==> src/rtl/core/dcclp_pkg.sv <==
// Shared types and codes of the data cache directory and replacement engine.
`default_nettype none
package dcclp_pkg;

  // Access kinds; any other code acts as a load
  localparam logic [1:0] MODE_LOAD   = 2'd0;
  localparam logic [1:0] MODE_STORE  = 2'd1;
  localparam logic [1:0] MODE_MODIFY = 2'd2;

  typedef enum logic [4:0] {
    ST_CLEAR  = 5'b00001,
    ST_IDLE   = 5'b00010,
    ST_DEMAND = 5'b00100,
    ST_PREF   = 5'b01000,
    ST_SPARE  = 5'b10000
  } state_t;

  typedef struct packed {
    logic clear;   // write one zero row of the clearing pass
    logic accept;  // latch a new item, read its demand set
    logic look;    // evaluate the demand set, read the next-line set
    logic pref;    // evaluate the next-line set
  } cmd_t;

  typedef struct packed {
    logic clear_done;
    logic hit;
  } status_t;

endpackage
`default_nettype wire

==> src/rtl/core/dcclp_ctrl.sv <==
// Sequencer of the cache engine: clearing pass, demand and prefetch steps.
`default_nettype none
module dcclp_ctrl (
  input  wire logic             clk,
  input  wire logic             rst,
  input  wire logic             start,
  output logic                  busy,
  input  wire dcclp_pkg::status_t sts,
  output dcclp_pkg::cmd_t       cmd
);
  import dcclp_pkg::*;

  state_t state, state_next;

  // Advance the state
  always_ff @(posedge clk) begin
    if (rst) begin
      state <= ST_CLEAR;
    end else begin
      state <= state_next;
    end
  end

  // Pick the next step
  always_comb begin
    state_next = state;
    unique case (state)
      ST_CLEAR:  if (sts.clear_done) state_next = ST_IDLE;
      ST_IDLE:   if (start) state_next = ST_DEMAND;
      ST_DEMAND: state_next = sts.hit ? ST_IDLE : ST_PREF;
      ST_PREF:   state_next = ST_IDLE;
      default:   state_next = ST_IDLE;
    endcase
  end

  assign busy       = (state != ST_IDLE);
  assign cmd.clear  = (state == ST_CLEAR);
  assign cmd.accept = (state == ST_IDLE) && start;
  assign cmd.look   = (state == ST_DEMAND);
  assign cmd.pref   = (state == ST_PREF);
endmodule
`default_nettype wire

==> config.mk <==
export PLATFORM = sky130hd
export DESIGN_NAME = dcclp_ctrl
export DESIGN_NICKNAME = d
export VERILOG_FILES = /design/src/rtl/core/dcclp_pkg.sv /design/src/rtl/core/dcclp_ctrl.sv
export SDC_FILE = /design/constraint.sdc
export NUM_CORES = 1
export LEC_CHECK = 0
export BUFFER_PORTS_ARGS = -buffer_cell sky130_fd_sc_hd__buf_2
export CAP_MARGIN = 20
export CORE_AREA = 2 2 39 41
export CTS_BUF_LIST = sky130_fd_sc_hd__clkbuf_8 sky130_fd_sc_hd__clkbuf_16
export DETAILED_ROUTE_END_ITERATION = 8
export DIE_AREA = 0 0 41 43
export MAX_ROUTING_LAYER = met4
export PLACE_DENSITY = 0.32
export SLEW_MARGIN = 20
export SYNTH_ARGS = -nofsm -noshare
export SYNTH_HDL_FRONTEND = slang
export SYNTH_SLANG_ARGS = --single-unit
export TNS_END_PERCENT = 5
==> constraint.sdc <==
create_clock -name clk -period 1.65 [get_ports clk]
set_input_delay 0.0825 -clock clk [delete_from_list [all_inputs] [get_ports clk]]
set_output_delay 0.0825 -clock clk [all_outputs]
set_load 0.02 [all_outputs]
## Yosys cells after proc, flatten, opt, wreduce, memory -nomap -nowiden

Cells that the tools add are included.

| storage, ports and cells | value |
|---|---|
| bits in registers | 5 |
| latch bits | 0 |
| memory bits (writable) | 0 |
| ROM bits | 0 |
| output and inout bits | 5 |
| word-level logic and storage cells | 14 |
| memories kept | 0 |

| operators by class | value |
|---|---|
| add/subtract/negate cells | 0 |
| multipliers | 0 |
| divide/modulo/power cells | 0 |
| magnitude comparators | 0 |
| equality and inequality tests | 7 |
| shift-type cells | 0 |
| multiplexer cells | 4 |
| bitwise logic cells | 0 |
| reduce and logical (&&, ||, !) cells | 2 |

Operators with widths:

| cell | count |
|---|---|
| $pmux W5 S3 | 1 |
| $mux W5 | 2 |
| $eq A5 B1 Y1 const B | 1 |
| $eq A5 B2 Y1 const B | 1 |
| $eq A5 B3 Y1 const B | 1 |
| $eq A5 B4 Y1 const B | 1 |
| $ne A5 B2 Y1 const B | 1 |
| $mux W4 | 1 |
| $ne A2 B2 Y1 const B | 2 |
| $reduce_and A2 Y1 | 1 |
| $logic_and A1 B1 Y1 | 1 |

## Depth between registers and ports, before layout

| logic depth | value |
|---|---|
| depth in word-level cells | 3 |
| depth in mapped cells | 3 |
| mapped depth without buffers | 3 |

## Least setup slack after synthesis

Ideal clock, no wire load.

| timing | value |
|---|---|
| kind | flip-flop to flip-flop |
| start point | register state[0] |
| end point | register state[0] |
| library setup time | 61 ps |
| data arrival time | 1391 ps |
| data required time | 1589 ps |
| path slack | 197 ps |
| cell stages (with the launch flop) | 4 |
| period minus slack after synthesis | 1453 ps |
| path through | dfxtp_1 -> nor4b_1 -> nand2b_1 -> nand2_1 |

RTL lines:

| element | RTL line | text |
|---|---|---|
| from (decl) | dcclp_ctrl.sv:13 | `state_t state, state_next;` |
| from (signal assigned) | dcclp_ctrl.sv:20 | `state <= state_next;` |

==> impl_metrics.ini <==
[status]
status = complete, no violations

[layout]
regArea_um2 = 80.1
drive_gt1_frac = 0.438
diodes = 0
multi_input_area_um2 = 93.8
fill_cells = 164
largest_register = state
syn2layout_area_growth_pct = 57.4
largestRegisters = state (4)
largest_reg_flops = 4
nets = 39

[timing]
fin_skew_ns = 0.00154
rsz0062_at_grt = no
slew_headroom = 0.763
min_period_ns = 1.39
slew_violations = 0
hold_violations = 0
setup_viol_count_final = 0
setup_ws_ns = 0.265
fmax_ghz = 0.722
tns_ns = 0
worstMarginPinSlew_ns = 0.350
fin_crit_sh = 0.840

[flow_run]
drv_cap = 0

[min_path]
worstHoldPathCells = 2
hold_class = primary input to register
min_to = state[3]
min_from = sts[0]

[clock_tree]
htree_num_levels = 1
post_cts_buffers = 0
cts_tree = done
clock-sinks = 4
postCtsResizedCells = 0
path_clk_slew_ns = 0.03
insertion_delay_ns = 0.21
ctsRootBufferMaster = clkbuf_8
clock_path_buffers = 2
ctsHoldBuffers = 0
cts_made_buffers = 3

[floorplan]
die_w_um = 41
core_um2 = 1380
start_util = 0.134
rows = 14
io_pins = 10
fp.dieH_um = 43
die_area_um2 = 1760

[global_routing]
grt_first_pass_wirelength_um = 593
grt-ovfl-total = 0
grt_max_degree = 7
antenna_found_initial = 0
track_usage = 0.0606
grt_pass1_vias = 169

[power_and_ir_drop]
p_per_area_nw_per_um2 = 1170
p_leak_nw = 0.134
vdd.ir_drop.worst_v = 0.000301
fin_total_pwr_mw = 0.342

[synthesis]
ys.flop_type = dfxtp_1
netlist_area_um2 = 185
syn_area_per_cell_um2 = 9.26
yosysSeqAreaShare = 0.432
synth_cells = 20
post-synth-top-area-cell = dfxtp_1
syn-num-nets = 25
synth_commonest_cells = 4 x dfxtp_1, 3 x inv_1, 3 x nor4b_1
post-synth-top-count-cell = dfxtp_1
synth-seq-cells = 4
ys_warn_count = 0
synth_top_cell_area_share = 0.432
synth.area.top_cells = dfxtp_1 43%, nor4b_1 14%, nor3b_1 8.1%
synthArstFlopShare = 0
synth-edff-count = 0
yosysUniqueCellTypes = 10

[route]
wl_per_cell_um = 8.75
avgViaCountPerCell = 3.85
via_count = 185
dr.first_iter.drc_count = 3
drt-total-wl_um = 420
drc = 0
firstDrtPassIters = 4
ant_nets = 0

[critical_path]
ff2ff_path_depth = 3
critPathArrivalTime_ns = 1.30
crit_path_start_kind = register
reg2reg_from = state[0]
worstPathRequired_ns = 1.57
criticalPathCategory = register to primary output
r2r-end = state[1]
startpoint = state[0]
cp-end-kind = primary output
rrSetupSlack_ns = 0.51
cp_max_fo = 6

[placed_design]
port_buffers = 9
preCtsSetupSlack_ns = 0.458
hpwlAfterDp_um = 346
gp_congestion = 0.669
==> worst max-delay path by stage <==
stage	end	slack, ns
after floorplan	state[0]	0.20
after global placement	cmd[2]	0.45
after detailed placement	cmd[2]	0.46
after CTS	cmd[2]	0.22
after global routing	cmd[2]	0.12
final	cmd[2]	0.26
==> final cells by class <==
class | instances | share of cell area
Clock buffer | 3 | 0.142
Inverter | 3 | 0.0386
Multi-Input combinational cell | 13 | 0.322
Sequential cell | 4 | 0.275
Tap cell | 16 | 0.0687
Timing Repair Buffer | 9 | 0.155
==> cells in the final DEF (no fill, tap or decap), drive strengths merged <==
cell type,netlist,routed
a21oi,1,1
buf,0,9
clkbuf,0,3
dfxtp,4,4
inv,3,3
nand2,2,2
nand2b,1,1
nor2,2,2
nor3b,2,2
nor4b,4,4
o311a,1,1
==> logic make-up after synthesis <==
logic type             after synthesis  synth area share
DFF                                  4             0.432
AOI/OAI and AO/OA                    2            0.0878
buffers and inverters                3            0.0608
and+or+nand+nor                     11             0.419
==> worst max-delay path, stage by stage, from the launching register on <==
cell     delay (ns)
dfxtp_1        0.35
nor4b_1        0.38
nand2_1        0.14
inv_1          0.07
buf_2          0.15
==> routing by layer <==
metal | vias to the layer above | global-route usage | wire length [um]
met4 | 0 | 0.0800 | 0
met5 | - | - | 0
met3 | 0 | 0.0471 | 46
li1 | 95 | - | -
met1 | 84 | 0.0449 | 176
met2 | 6 | 0.0750 | 197
==> power breakdown <==
part / switching (mW) / internal, mW / total (mW) / leakage (nW)
Clock: 0.0437 / 0.155 / 0.199 / 0.0216
Combinational: 0.0176 / 0.0156 / 0.0331 / 0.0794
Sequential: 0.00730 / 0.103 / 0.110 / 0.0330
==> through the flow <==
step	cells	instance area, um2	hold slack [ns]	utilization
floorplan	20	185	0.155	-
global placement	45	250	0.277	0.181
detailed placement	45	250	0.274	0.181
CTS	48	292	0.0501	0.211
global route	48	292	0.0510	0.211
finish	48	292	0.0533	0.211
No activity file was read; power rests on OpenSTA's default activity.
